## src/design/aos_pkg.sv

```systemverilog
// ----------------------------------------------------------------------------
// aos_pkg
// Shared types and constants of the angle offset scheduler.
// ----------------------------------------------------------------------------
package aos_pkg;

	localparam int unsigned CFG_IDX_W = 3;
	localparam int unsigned CFG_DATA_W = 32;
	localparam int unsigned MUL_A_W = 33;
	localparam int unsigned MUL_B_W = 32;
	localparam int unsigned MUL_P_W = MUL_A_W + MUL_B_W;

	// register indexes of the configuration port
	localparam logic [CFG_IDX_W-1:0] REG_LOW_OFFSET = 3'd0;
	localparam logic [CFG_IDX_W-1:0] REG_HIGH_OFFSET = 3'd1;
	localparam logic [CFG_IDX_W-1:0] REG_REV_OFFSET = 3'd2;
	localparam logic [CFG_IDX_W-1:0] REG_ENTRY_CURRENT = 3'd3;
	localparam logic [CFG_IDX_W-1:0] REG_EXIT_CURRENT = 3'd4;
	localparam logic [CFG_IDX_W-1:0] REG_BLEND_GAIN = 3'd5;
	localparam logic [CFG_IDX_W-1:0] REG_SLEW_RATE = 3'd6;
	localparam logic [CFG_IDX_W-1:0] REG_PWM_DELAY = 3'd7;

	// direction codes
	localparam logic [1:0] DIR_NEUTRAL = 2'd0;
	localparam logic [1:0] DIR_REVERSE = 2'd2;

	// blend weight of 1.0 in Q16.16
	localparam logic [16:0] T_ONE = 17'h10000;

	typedef struct packed {
		logic signed [31:0] low_load_offset;
		logic signed [31:0] high_load_offset;
		logic signed [31:0] reverse_offset;
		logic [30:0]        entry_current;
		logic [30:0]        exit_current;
		logic [30:0]        blend_gain;
		logic [30:0]        slew_rate;
		logic [23:0]        pwm_delay;
	} cfg_t;

endpackage

```

## src/design/aos_mul.sv

```systemverilog
// ----------------------------------------------------------------------------
// aos_mul
// Shared signed multiplier with a registered product.
// ----------------------------------------------------------------------------
module aos_mul (
	input  logic                                clk,
	input  logic                                arst_n,
	input  logic                                en,
	input  logic signed [aos_pkg::MUL_A_W-1:0]  a,
	input  logic signed [aos_pkg::MUL_B_W-1:0]  b,
	output logic signed [aos_pkg::MUL_P_W-1:0]  prod
);
	import aos_pkg::*;

	logic signed [MUL_P_W-1:0] prod_q;

	assign prod = prod_q;

	always_ff @(posedge clk or negedge arst_n) begin
		if (!arst_n) begin
			prod_q <= '0;
		end else if (en) begin
			prod_q <= MUL_P_W'(a) * MUL_P_W'(b);
		end
	end

endmodule

```

## config.mk

```make
export PLATFORM = sky130hd
export DESIGN_NAME = aos_mul
export DESIGN_NICKNAME = d
export VERILOG_FILES = /design/src/design/aos_pkg.sv /design/src/design/aos_mul.sv
export SDC_FILE = /design/constraint.sdc
export NUM_CORES = 2
export LEC_CHECK = 0
export ABC_AREA = 1
export BUFFER_PORTS_ARGS = -buffer_cell sky130_fd_sc_hd__buf_2
export CORE_UTILIZATION = 55
export DETAILED_ROUTE_END_ITERATION = 10
export PLACE_DENSITY = 0.72
export SLEW_MARGIN = 10
export SYNTH_ARGS = -nofsm -noshare
export SYNTH_HDL_FRONTEND = slang
export SYNTH_SLANG_ARGS = --single-unit
```

## constraint.sdc

```tcl
create_clock -name clk -period 0.8 [get_ports clk]
set_input_delay 0.08 -clock clk [delete_from_list [all_inputs] [get_ports clk]]
set_output_delay 0.08 -clock clk [all_outputs]
set_load 0.02 [all_outputs]
```

* Word level (Yosys, flattened, before mapping)
Cells that the tools add are included.
** Word-level totals
- Register bits :: 65
- Bits of input ports :: 68
- Output and inout port bits :: 65
- Logic and storage cells :: 2
** Operators by class
- Multiply operators :: 1
** Operators by type and width (count)
- multiplier 33 x 32 -> 65 bit :: 1

* Depth between registers and ports, before layout
- Depth in word-level cells :: 1
- Mapped depth :: 33
- Depth with buffers taken out :: 32

* Worst setup path after synthesis
No wires, ideal clock.
- Path type :: input port to flip-flop
- Start :: in b[7] (netlist name)
- End :: reg prod_q[53] (netlist: prod[53])
- Library setup time :: 118 ps
- Arrival :: 6881 ps
- Data required time :: 682 ps
- Setup slack :: -6199 ps
- Stages :: 30
- Path buffers :: 2
- Cell sequence :: clkbuf_1 -> clkbuf_1 -> nand2_1 -> inv_1 -> fa_1 -> inv_1 -> fa_1 -> inv_1 -> fa_1 -> fa_1 -> inv_1 -> fa_1 -> inv_1 -> fa_1 -> inv_1 -> fa_1 -> inv_1 -> fa_1 -> ha_1 -> nand2_1 -> nor2_1 -> inv_1 -> nor3_2 -> nand2_1 -> nor3_1 -> nand2_1 -> nand3_1 -> nand2_1 -> nand3_1 -> nand2_1
** On the way
- Longest elaborated chain between the ends :: 1
** RTL lines
- from (decl) :: line aos_mul.sv:10 : input logic signed [aos_pkg::MUL_B_W-1:0] b,
- multiplier 33 x 32 -> 65 bit :: line aos_mul.sv:23 : prod_q <= MUL_P_W'(a) * MUL_P_W'(b);
- to (signal assigned) :: line aos_mul.sv:23
- to (decl) :: line aos_mul.sv:15 : logic signed [MUL_P_W-1:0] prod_q;
Every way passes these cells.
A chain may end at the register's enable or synchronous reset.

* Worst setup path after layout
- Start :: in a[32] (netlist name)
- End :: reg prod_q[58] (netlist: prod[58])
** On the way
- Longest elaborated chain between the ends :: 1
** RTL lines
- from (decl) :: line aos_mul.sv:9 : input logic signed [aos_pkg::MUL_A_W-1:0] a,
- multiplier 33 x 32 -> 65 bit :: line aos_mul.sv:23
Every way passes these cells.

==> flow_metrics.tcl <==
set metrics [dict create \
    tightest_slew_ps 423.0 \
    syn_to_final_growth_pct 30.13 \
    slowest_delay_ps 640 \
    die_x_um 278.8 \
    cts_tree "done" \
    routed_wl_um 135500 \
    cts.sinks 65 \
    route.detailed.drc 0 \
    finalInstanceArea_um2 54840 \
    cts_buffers 9 \
    dpl.cell_count 6786 \
    grt_remaining_overflow 0 \
    synth_area_um2 42140 \
    root_buffer "clkbuf_16" \
    placed_area_um2 47870 \
    cp_num_buf_inv 11 \
    r2r-start "prod[53]" \
    clkLatencyLatePin_ps 350 \
    status "finished with violations" \
    endpoint_kind "flip-flop" \
    r2r_slack_ps 0 \
    syn-num-nets 6784 \
    pin_count 133 \
    worstHoldStart "en" \
    final-instance-count-excl-fill 6957 \
    slowest_stage "fa_2" \
    dominantRegCellSynth "dfrtp_1" \
    num_rows 101 \
    largest_register_ffs 65 \
    slew_violations 0 \
    synth-edff-count 0 \
    worst-path-max-fanout 8 \
    r2r_cells 2 \
    coreArea_um2 75820 \
    globalRouteTotalUtil_pct 34.23 \
    critical_path_arrival_ps 6650 \
    clockBufferDepth 2 \
    syn_avg_cell_area_um2 7.778 \
    vias 37220 \
    seq_area_frac_synth_pct 3.860 \
    nets 7339 \
    fp.dieH_um 278.8 \
    violations "setup timing" \
    layout-drive-gt1-share_pct 28.55 \
    layout_commonest_cell "inv_1" \
    whs_endpoint "prod[7]" \
    reg2reg_to "prod[53]" \
    portBuffers 132 \
    gp_congestion 0.9677 \
    synth.ff_latch_count 65 \
    grt_max_degree 66 \
    crit_top_cell "fa_1" \
    setup_slack_ps -5595 \
    finalCritPeriodShare_pct 799.3 \
    final-setup-viol-count 128 \
    hold_ws_ps 207.9 \
    cp_top_family "adder cells" \
    drt-initial-drc-count 3315 \
    detail-route-antenna-nets 0 \
    antenna_found_initial 3 \
    viasPerCell 5.349 \
    h-tree-depth 3 \
    clkSlewWorstSetupHoldPaths_ps 70 \
    start_kind "primary input" \
    hold_viol 0 \
    dieArea_um2 77730 \
    ys_warn_count 0 \
    mostFrequentLayoutCells "inv_1 (1565), nand2_1 (1316), fa_1 (997)" \
    grt_pass1_wl_um 207600 \
    crit_required_ps 1050 \
    ys_async_sr_fraction_pct 100.0 \
    hpwl_um 105500 \
    wl_per_cell_um 19.48 \
    fin_crit_ps 6395 \
    maxSlewHeadroom_pct 71.80 \
    synth_cell_types 33 \
    hold_depth 3 \
    dr.pass1.iters 6 \
    synthCells 5418 \
    grt_pass1_vias 39530 \
    start_util_pct 55.58 \
    clock_skew_ps 0 \
    worst-setup-path-type "primary input to flip-flop" \
    fmax_ghz 0.1564 \
    hp-class "primary input to flip-flop" \
    drv_cap 0 \
    rsz0062_at_grt "true" \
]
-- worst reg2reg max path: cells and delay by family (launching register included) --
kind	cells	cell delay, ps
and+or+nand+nor	2	210
DFF	1	460
-- through the flow --
stage / setup slack, ps / setup TNS (ps) / util (%)
floorplan: -5800 / -301390 / -
global placement: -6185 / -346150 / 63.14
detailed placement: -6212 / -347710 / 63.14
CTS: -5546 / -317020 / 69.28
global route: -5827 / -333220 / 72.32
finish: -5595 / -323560 / 72.32
-- synth_stat cells (3+ instances only) --
library cell | n | share of area [%]
dfrtp_1 | 65 | 3.9
nor2_1 | 145 | 1.3
or2_1 | 7 | 0.10
nor2_2 | 8 | 0.12
nand3_1 | 111 | 1.3
inv_1 | 1730 | 15
inv_2 | 3 | 0.027
nand3_2 | 4 | 0.095
or2_2 | 10 | 0.15
nand4_1 | 26 | 0.39
fa_1 | 1112 | 53
nand2_1 | 1590 | 14
ha_1 | 186 | 5.5
o21bai_1 | 14 | 0.25
nor3_1 | 10 | 0.12
a21oi_1 | 64 | 0.76
clkbuf_1 | 230 | 2.0
xnor2_1 | 18 | 0.37
nand2_2 | 8 | 0.12
nand3b_1 | 5 | 0.089
buf_1 | 8 | 0.071
xor2_1 | 4 | 0.083
o21ai_0 | 39 | 0.46
o21ai_1 | 8 | 0.095
-- worst max path at each step --
stage               start       end  slack (ps)  depth (start not counted)
floorplan            b[7]  prod[61]       -5800                         30
global placement    b[10]  prod[54]       -6180                         28
detailed placement   b[4]  prod[60]       -6210                         27
CTS                 a[32]  prod[60]       -5550                         29
global route        a[32]  prod[53]       -5830                         29
finish              a[32]  prod[58]       -5590                         31
-- repair_timing --
item                                   CTS  global route
pin swaps                              433           413
hold buffers                             1             0
gates resized for setup                921           520
cloned                                   5             4
endpoints found under the hold margin   65             0
setup buffers                           90            66
setup endpoints to repair              129           129
-- layer usage --
metal | GRT usage [%] | vias to the layer above | wire, um
li1 | - | 15980 | -
met1 | 46.13 | 18730 | 50080
met2 | 57.08 | 1976 | 65990
met3 | 5.272 | 525 | 13110
met4 | 10.83 | 2 | 6348
met5 | 0 | - | 12
-- cell families after synthesis --
group / count (synthesis) / share of synthesized area [%]
XOR/XNOR: 22 / 0.4572
flip-flops: 65 / 3.860
AND/OR/NAND/NOR: 1930 / 18.09
AO/OA/AOI/OAI: 131 / 1.678
buffers and inverters: 1972 / 17.57
adder cells (fa/ha/maj): 1298 / 58.35
-- cell type report --
class	instances	area, um^2
multi-input cells	3381	37370
fillers	5202	20990
repair buffers	783	7747
inverters	1733	6535
flip-flops and latches	65	1633
well taps	978	1224
clock buffers	10	239.0
clock inverters	6	90.09
diodes	1	2.502
Power is left out: the tool's default activity adds up to more than one toggle a clock period on the data nets, which glitch-free logic cannot reach.
