File: src/design/aos_pkg.sv
// ----------------------------------------------------------------------------
// aos_pkg
// Shared types and constants of the angle offset scheduler.
// ----------------------------------------------------------------------------
package aos_pkg;

	localparam int unsigned CFG_IDX_W = 3;
	localparam int unsigned CFG_DATA_W = 32;
	localparam int unsigned MUL_A_W = 33;
	localparam int unsigned MUL_B_W = 32;
	localparam int unsigned MUL_P_W = MUL_A_W + MUL_B_W;

	// register indexes of the configuration port
	localparam logic [CFG_IDX_W-1:0] REG_LOW_OFFSET = 3'd0;
	localparam logic [CFG_IDX_W-1:0] REG_HIGH_OFFSET = 3'd1;
	localparam logic [CFG_IDX_W-1:0] REG_REV_OFFSET = 3'd2;
	localparam logic [CFG_IDX_W-1:0] REG_ENTRY_CURRENT = 3'd3;
	localparam logic [CFG_IDX_W-1:0] REG_EXIT_CURRENT = 3'd4;
	localparam logic [CFG_IDX_W-1:0] REG_BLEND_GAIN = 3'd5;
	localparam logic [CFG_IDX_W-1:0] REG_SLEW_RATE = 3'd6;
	localparam logic [CFG_IDX_W-1:0] REG_PWM_DELAY = 3'd7;

	// direction codes
	localparam logic [1:0] DIR_NEUTRAL = 2'd0;
	localparam logic [1:0] DIR_REVERSE = 2'd2;

	// blend weight of 1.0 in Q16.16
	localparam logic [16:0] T_ONE = 17'h10000;

	typedef struct packed {
		logic signed [31:0] low_load_offset;
		logic signed [31:0] high_load_offset;
		logic signed [31:0] reverse_offset;
		logic [30:0]        entry_current;
		logic [30:0]        exit_current;
		logic [30:0]        blend_gain;
		logic [30:0]        slew_rate;
		logic [23:0]        pwm_delay;
	} cfg_t;

endpackage

File: src/design/aos_cfg.sv
// ----------------------------------------------------------------------------
// aos_cfg
// Configuration register file, written by index over the request channel.
// ----------------------------------------------------------------------------
module aos_cfg (
	input  logic                              clk,
	input  logic                              arst_n,
	input  logic                              cfg_valid,
	output logic                              cfg_ready,
	input  logic [aos_pkg::CFG_IDX_W-1:0]     cfg_index,
	input  logic [aos_pkg::CFG_DATA_W-1:0]    cfg_data,
	output aos_pkg::cfg_t                     cfg
);
	import aos_pkg::*;

	cfg_t regs_q;

	assign cfg_ready = 1'b1;
	assign cfg = regs_q;

	always_ff @(posedge clk or negedge arst_n) begin
		if (!arst_n) begin
			regs_q <= '0;
		end else if (cfg_valid && cfg_ready) begin
			case (cfg_index)
				REG_LOW_OFFSET: begin
					regs_q.low_load_offset <= cfg_data;
				end
				REG_HIGH_OFFSET: begin
					regs_q.high_load_offset <= cfg_data;
				end
				REG_REV_OFFSET: begin
					regs_q.reverse_offset <= cfg_data;
				end
				REG_ENTRY_CURRENT: begin
					regs_q.entry_current <= cfg_data[30:0];
				end
				REG_EXIT_CURRENT: begin
					regs_q.exit_current <= cfg_data[30:0];
				end
				REG_BLEND_GAIN: begin
					regs_q.blend_gain <= cfg_data[30:0];
				end
				REG_SLEW_RATE: begin
					regs_q.slew_rate <= cfg_data[30:0];
				end
				REG_PWM_DELAY: begin
					regs_q.pwm_delay <= cfg_data[23:0];
				end
				default: begin
					regs_q <= regs_q;
				end
			endcase
		end
	end

endmodule

File: config.mk
export PLATFORM = sky130hd
export DESIGN_NAME = aos_cfg
export DESIGN_NICKNAME = d
export VERILOG_FILES = /design/src/design/aos_pkg.sv /design/src/design/aos_cfg.sv
export SDC_FILE = /design/constraint.sdc
export NUM_CORES = 1
export LEC_CHECK = 0
export ABC_CLOCK_PERIOD_IN_PS = 900
export BUFFER_PORTS_ARGS = -buffer_cell sky130_fd_sc_hd__buf_2
export CAP_MARGIN = 20
export CELL_PAD_IN_SITES_DETAIL_PLACEMENT = 1
export CELL_PAD_IN_SITES_GLOBAL_PLACEMENT = 1
export CORE_UTILIZATION = 38
export DETAILED_ROUTE_END_ITERATION = 16
export PLACE_DENSITY = 0.81
export SYNTH_ARGS = -nofsm -noshare
export SYNTH_HDL_FRONTEND = slang
export SYNTH_SLANG_ARGS = --single-unit
File: constraint.sdc
create_clock -name clk -period 0.9 [get_ports clk]
set_clock_uncertainty 0.15 [all_clocks]
set_input_delay 0.18 -clock clk [delete_from_list [all_inputs] [get_ports clk]]
set_output_delay 0.18 -clock clk [all_outputs]
set_load 0.01 [all_outputs]
# After elaboration in Yosys (flattened, before gate mapping)
# Index checks and enable logic that the tools add are counted.
# Widths: inputs -> output; s select.
# word_totals
ramBits	0
inputBits	38
n_memories	0
latchBits	0
register_bits	244
wordCells	24
out_inout_bits	245
romBits	0
# op_classes
n_reduce_logical	9
order_cmp	0
muxes	0
div_mod_pow	0
n_addsub	0
bitwise	0
n_shift	0
eq_ne	7
multipliers	0
# op_table
op	count
$reduce_and 2->1	8
$eq 3x3->1 const B	4
$eq 3x2->1 const B	2
$eq 3x1->1 const B	1
$logic_not 3->1	1

# Logic depth before layout (Yosys ltp)
# Gate-level depths: netlist of run 1.
# logic_depth
ltp_word	2
depth_mapped	5

# Least setup slack after synthesis of run 1
# Ideal clock, no wire load.
# synth_timing
path_type	in2reg
start	input cfg_index[0] (netlist name)
end	register regs_q (netlist bit cfg[217])
required_ps	625
setup_ps	125
path_buffers	2
stages	4
slack_ps	-629
arrival_time_ps	1254
cell_sequence	buf_4 > nor4b_4 > buf_6 > mux2_2
# synth_via
elab_chain_len	2
# synth_rtl
element	line_no	rtl
from (decl)	aos_cfg.sv:10	input logic [aos_pkg::CFG_IDX_W-1:0] cfg_index,
$logic_not 3->1	aos_cfg.sv:25	case (cfg_index)
$reduce_and 2->1 (no source line)	--	
to (signal assigned)	aos_cfg.sv:51	regs_q <= regs_q;
to (decl)	aos_cfg.sv:16	cfg_t regs_q;
# No other way between the ends.
# A chain may end at the register's enable or synchronous reset.

# Worst setup path after layout of run 1
# layout_timing
start	register regs_q (netlist bit cfg[222])
end	output cfg[222] (netlist name)
# layout_lines
element	line_no	rtl
to (decl)	aos_cfg.sv:12	output aos_pkg::cfg_t cfg
# No word-level cell between the ends.

==> impl_metrics.yaml, run 1 <==
floorplanning:
  core_sq_um: 23500
  fp-row-count: 56
  die_h_um: 157
  start_util: 0.390
  dieArea_sq_um: 24800
  die_w_um: 157
  ios: 283
clocking:
  cts_buffers: 26
  ctsHtreeMaxLevel: 1
  cts_root_buffer: "clkbuf_16"
  cts_sinks: 244
  ctsHoldBuffers: 21
  cts_tree: "built"
  cts_buffer_depth: 3
  path_clk_slew_ns: 0.08
  insertion_delay_ns: 0.53
detailed_routing:
  drc_errors: 0
  avgViaCountPerCell: 5.16
  firstDrtPassIters: 4
  ant_nets: 0
  wl_per_cell_um: 31.8
  drt-initial-drc-count: 359
  vias: 7373
  drt-total-wl_um: 45400
critical_path:
  ff2ff_path_depth: 3
  endpoint_kind: "output port"
  start_kind: "flip-flop"
  path_cells: "buf_2"
  crit_family: "flip-flops"
  critical_path_class: "flip-flop to output port"
  cpMaxStageDelayCell: "dfrtp_1"
  rr_endpoint: "cfg[210]$_DFFE_PN0P_"
  r2r_setup_slack_ns: -0.35
  timing.rr.start: "cfg[210]$_DFFE_PN0P_"
  crit_fanout: 2
  arrival_ns: 1.15
  critical-path-max-stage-delay_ns: 0.44
  path_buf_inv: 1
  cp_data_required_time_ns: 0.57
timing:
  rsz0062_at_grt: "true"
  fin_ws_ns: -0.583
  slew_violations: 0
  max_clock_freq_mhz: 674
  hold_viol: 94
  setup_viol: 488
  fin_crit_sh: 1.65
  fin_crit_ns: 1.48
  whs_ns: -0.120
logic_synthesis:
  synth_area_per_cell_sq_um: 17.4
  netlist_instances: 526
  yosys_warnings: 0
  syn-num-nets: 564
  yosysTopAreaCell: "dfrtp_1"
  yosys-top-cells-count: "dfrtp_1 (244), mux2_2 (231), buf_2 (14), mux2_1 (13), buf_6 (9)"
  yosysUniqueCellTypes: 12
  ys_ff_latch: 244
  async_flop_share: 1.00
  synth_seq_area_share: 0.666
  synth_most_common_cell: "dfrtp_1"
  yosys-top-cells-area: "dfrtp_1 (67%), mux2_2 (28%), mux2_1 (1.6%)"
  synth_edf_count: 0
  netlist_area_sq_um: 9170
  synth_top_area_share: 0.666
  synth_ff_type: "dfrtp_1"
pwr:
  internal-power_mw: 28.9
  leakagePower_nw: 8.38
  power.density_nw_per_um2: 2510
  sw_frac_of_total: 0.306
  power_frac_clock: 0.266
  irDropWorstVdd_mv: 2.03
  switchingPower_mw: 12.7
  p_seq_frac: 0.377
  combPwrFrac: 0.357
global_routing:
  grt_max_degree: 35
  grt_usage: 0.320
  grt_pass1_wl_um: 56100
  antenna_found_initial: 0
  first_global_vias: 8042
  gr-total-overflow: 0
final_layout:
  nets: 1130
  final_cell_area_sq_um: 16600
  largest_reg_flops: 244
  drive_above_1_share: 0.751
  syn2layout_area_growth_pct: 80.8
  n_antenna_cell: 0
placement:
  dp_slack_ns: -0.744
  gp_congestion: 0.745
  portBuffers: 281
  place_area_sq_um: 11600
  hpwl_um: 17800
min_path:
  hp-class: "input pin to flip-flop"
  hold_depth: 2
  worstHoldStart: "cfg_data[1]"
  holdPathEnd: "cfg[87]$_DFFE_PN0P_"
flow_run:
  maxCapViolCount: 0
outcome:
  status: "complete, but fails checks"
  violations: "negative hold slack, negative setup slack"
-- cells by family (layout without fill, tap and decap cells) --
logic type | Yosys count | after routing | synth area share
buf+inv | 29 | 613 | 0.0236
flops | 244 | 244 | 0.666
mux | 244 | 244 | 0.300
other cells | 1 | 1 | 0.000409
simple gates | 8 | 8 | 0.0109
-- through the flow --
step,instances,power [mW],setup TNS (ns),util,hold slack (ns)
4_1_cts,1342,37.1,-168.33,0.651,-0.142
5_1_grt,1429,42.7,-188.80,0.705,-0.113
6_report,1429,41.6,-183.32,0.705,-0.120
3_3_place_gp,1132,22.5,-146.65,0.494,-0.0665
2_1_floorplan,526,18.9,-110.87,-,-0.266
3_5_place_dp,1132,22.9,-151.69,0.494,-0.0648
-- layout by cell type (no fill, tap or decap) --
cell type        n
buf_12          29
conb_1           1
mux2_4         209
mux2_2          35
and4bb_4         3
buf_8            8
clkbuf_8         2
buf_6          235
buf_16          13
buf_2          124
nand4b_1         3
clkbuf_1         7
dfrtp_1        244
dlygate4sd3_1   21
nand4_4          1
nor4b_4          1
clkbuf_16       29
clkinv_2         8
bufinv_16        2
buf_4          135
-- repair_timing --
item,in CTS,in global routing
gates cloned,24,2
endpoints found under the hold margin,488,103
buffers inserted,119,137
pin swaps,5,1
endpoints found under the setup margin,479,498
gates resized for setup,258,204
-- worst register-to-register path, stage by stage (launching register included) --
cell	delay (ns)
dfrtp_1	0.41
buf_4	0.16
buf_4	0.13
mux2_4	0.28
-- power groups by stage --
stage	logic (mW)	registers (mW)	clock network (mW)
after CTS	11.4	14.9	10.7
after global routing	15.4	15.8	11.5
after detailed placement	8.01	14.9	0
after floorplan	2.94	15.9	0
final	14.9	15.7	11.1
after global placement	7.71	14.8	0
-- area by class of cell --
type | count | area, sq um
clock inverter | 10 | 100
clock buffer | 36 | 729
sequential | 244 | 6110
timing repair buffer | 567 | 5600
fill | 2070 | 6950
multi-input combinational | 253 | 3660
tap | 319 | 399
-- layer usage --
| layer | global-route usage | share of wire | vias up |
|---|---|---|---|
| met3 | 0.0675 | 0.053 | 133 |
| met2 | 0.577 | 0.52 | 354 |
| li1 | - | - | 2990 |
| met4 | 0.132 | 0.056 | 0 |
| met5 | 0 | 0 | - |
| met1 | 0.368 | 0.37 | 3896 |
-- worst max path at each step --
stage	startpoint	to	slack, ns	cells after the start
5_1_grt	cfg[222]$_DFFE_PN0P_	cfg[222]	-0.61	1
4_1_cts	cfg[14]$_DFFE_PN0P_	cfg[14]	-0.52	1
3_5_place_dp	cfg_index[2]	cfg[234]$_DFFE_PN0P_	-0.74	4
3_3_place_gp	cfg_index[2]	cfg[228]$_DFFE_PN0P_	-0.70	4
6_report	cfg[222]$_DFFE_PN0P_	cfg[222]	-0.58	1
2_1_floorplan	cfg_index[2]	cfg[217]$_DFFE_PN0P_	-0.60	4
Note: power is estimated with default switching activity, not from simulation.
==> run 2, diff against run 1 <==
- TNS_END_PERCENT: default -> 5
==> impl_metrics.yaml, run 2 (same netlist as run 1, synthesis figures left out) <==
timing:
  whs_ns: -0.152
  setup_viol: 483
  fin_crit_sh: 1.59
  fin_crit_ns: 1.43
  fin_ws_ns: -0.531
  rsz0062_at_grt: "true"
  hold_viol: 103
  max_clock_freq_mhz: 699
  slew_violations: 0
critical_path:
  cpMaxStageDelayCell: "dfrtp_1"
  path_buf_inv: 1
  critical_path_class: "flip-flop to output port"
  endpoint_kind: "output port"
  critical-path-max-stage-delay_ns: 0.42
  arrival_ns: 1.10
  path_cells: "buf_6"
  crit_fanout: 2
  r2r_setup_slack_ns: -0.29
  crit_family: "flip-flops"
  cp_data_required_time_ns: 0.57
  start_kind: "flip-flop"
floorplanning:
  die_w_um: 157
  core_sq_um: 23500
  ios: 283
  dieArea_sq_um: 24800
  start_util: 0.390
  die_h_um: 157
  fp-row-count: 56
flow_run:
  maxCapViolCount: 0
clocking:
  cts_buffer_depth: 3
  path_clk_slew_ns: 0.06
  cts_tree: "built"
  cts_root_buffer: "clkbuf_16"
  ctsHoldBuffers: 21
  cts_buffers: 26
  cts_sinks: 244
  ctsHtreeMaxLevel: 1
  insertion_delay_ns: 0.52
outcome:
  violations: "negative hold slack, negative setup slack"
  status: "complete, but fails checks"
pwr:
  total_power_mw: 35.2
  irDropWorstVdd_mv: 1.83
  power.density_nw_per_um2: 2600
  leakagePower_nw: 6.57
global_routing:
  grt_usage: 0.230
  gr-total-overflow: 0
  grt_pass1_wl_um: 42600
  first_global_vias: 6783
  grt_max_degree: 33
  antenna_found_initial: 0
final_layout:
  largest_reg_flops: 244
  drive_above_1_share: 0.692
  n_antenna_cell: 0
  syn2layout_area_growth_pct: 47.4
  final_cell_area_sq_um: 13500
  final_common_cell: "dfrtp_1"
  most-common-layout-cells: "dfrtp_1 (244), buf_2 (177), mux2_2 (144)"
  nets: 921
  fillers: 2270
detailed_routing:
  drt-initial-drc-count: 174
  vias: 6012
  drc_errors: 0
  drt-total-wl_um: 29500
  firstDrtPassIters: 4
  avgViaCountPerCell: 4.92
  ant_nets: 0
  wl_per_cell_um: 24.2
placement:
  place_area_sq_um: 11300
  gp_congestion: 0.779
  hpwl_um: 17800
  portBuffers: 281
min_path:
  hp-class: "input pin to flip-flop"
run 2: cell count changes in the layout (fill, tap and decap cells not counted), sizes merged:
cell / delta
buf: -207
bufinv: -2
clkbuf: -2
clkinv: +2
inv: +1
run 2: timing repair:
action                                  4_1_cts  5_1_grt
pin swaps                                     2        0
buffers inserted                             13        9
endpoints found under the setup margin      479      487
gates resized for setup                     120       85
endpoints found under the hold margin       488       97
run 2: final timing paths:
check | startpoint | endpoint | cells past startpoint
max | cfg[33]$_DFFE_PN0P_ | cfg[33] | 1
min | cfg_data[27] | cfg[207]$_DFFE_PN0P_ | 2
max reg2reg | cfg[218]$_DFFE_PN0P_ | cfg[218]$_DFFE_PN0P_ | 3
min reg2reg | cfg[207]$_DFFE_PN0P_ | cfg[207]$_DFFE_PN0P_ | 1
max in group asynchronous | arst_n | cfg[45]$_DFFE_PN0P_ | 3
min in group asynchronous | arst_n | cfg[157]$_DFFE_PN0P_ | 2
run 2: final cells by class:
class / instances / area [sq um] / share of cell area
clock buffers: 36 / 769 / 0.0569
clock inverters: 11 / 61.3 / 0.00453
flip-flops and latches: 244 / 6110 / 0.452
multi-input cells: 253 / 3220 / 0.238
well taps: 319 / 399 / 0.0295
repair buffers: 358 / 2970 / 0.220
run 2: worst reg2reg max path: stages, from the launching register on:
cell,delay (ns)
dfrtp_1,0.41
buf_4,0.14
buf_4,0.12
mux2_4,0.26
run 2: power by group:
part           internal (mW)  total, mW  switching [mW]  leakage [nW]
Combinational           5.59       9.68            4.09          3.22
Clock                   5.97       10.4            4.46         0.425
Sequential              13.4       15.1            1.65          2.93
run 2: per-stage QoR:
stage | hold slack (ns) | utilization | setup TNS, ns | worst slack, ns | instances
2_1_floorplan | -0.266 | - | -113.69 | -0.598 | 526
3_3_place_gp | -0.0615 | 0.481 | -148.00 | -0.691 | 1131
3_5_place_dp | -0.0569 | 0.481 | -154.43 | -0.743 | 1131
4_1_cts | -0.182 | 0.555 | -131.71 | -0.533 | 1212
5_1_grt | -0.156 | 0.574 | -142.02 | -0.575 | 1221
6_report | -0.152 | 0.574 | -132.47 | -0.531 | 1221
run 2: metal layers:
layer  up-vias  global-route usage  wire (um)
li1       2571                   -          -
met5         -                   0          0
met4         0              0.0911       1090
met3        58              0.0490       1620
met1      3168               0.267      11300
met2       215               0.410      15600
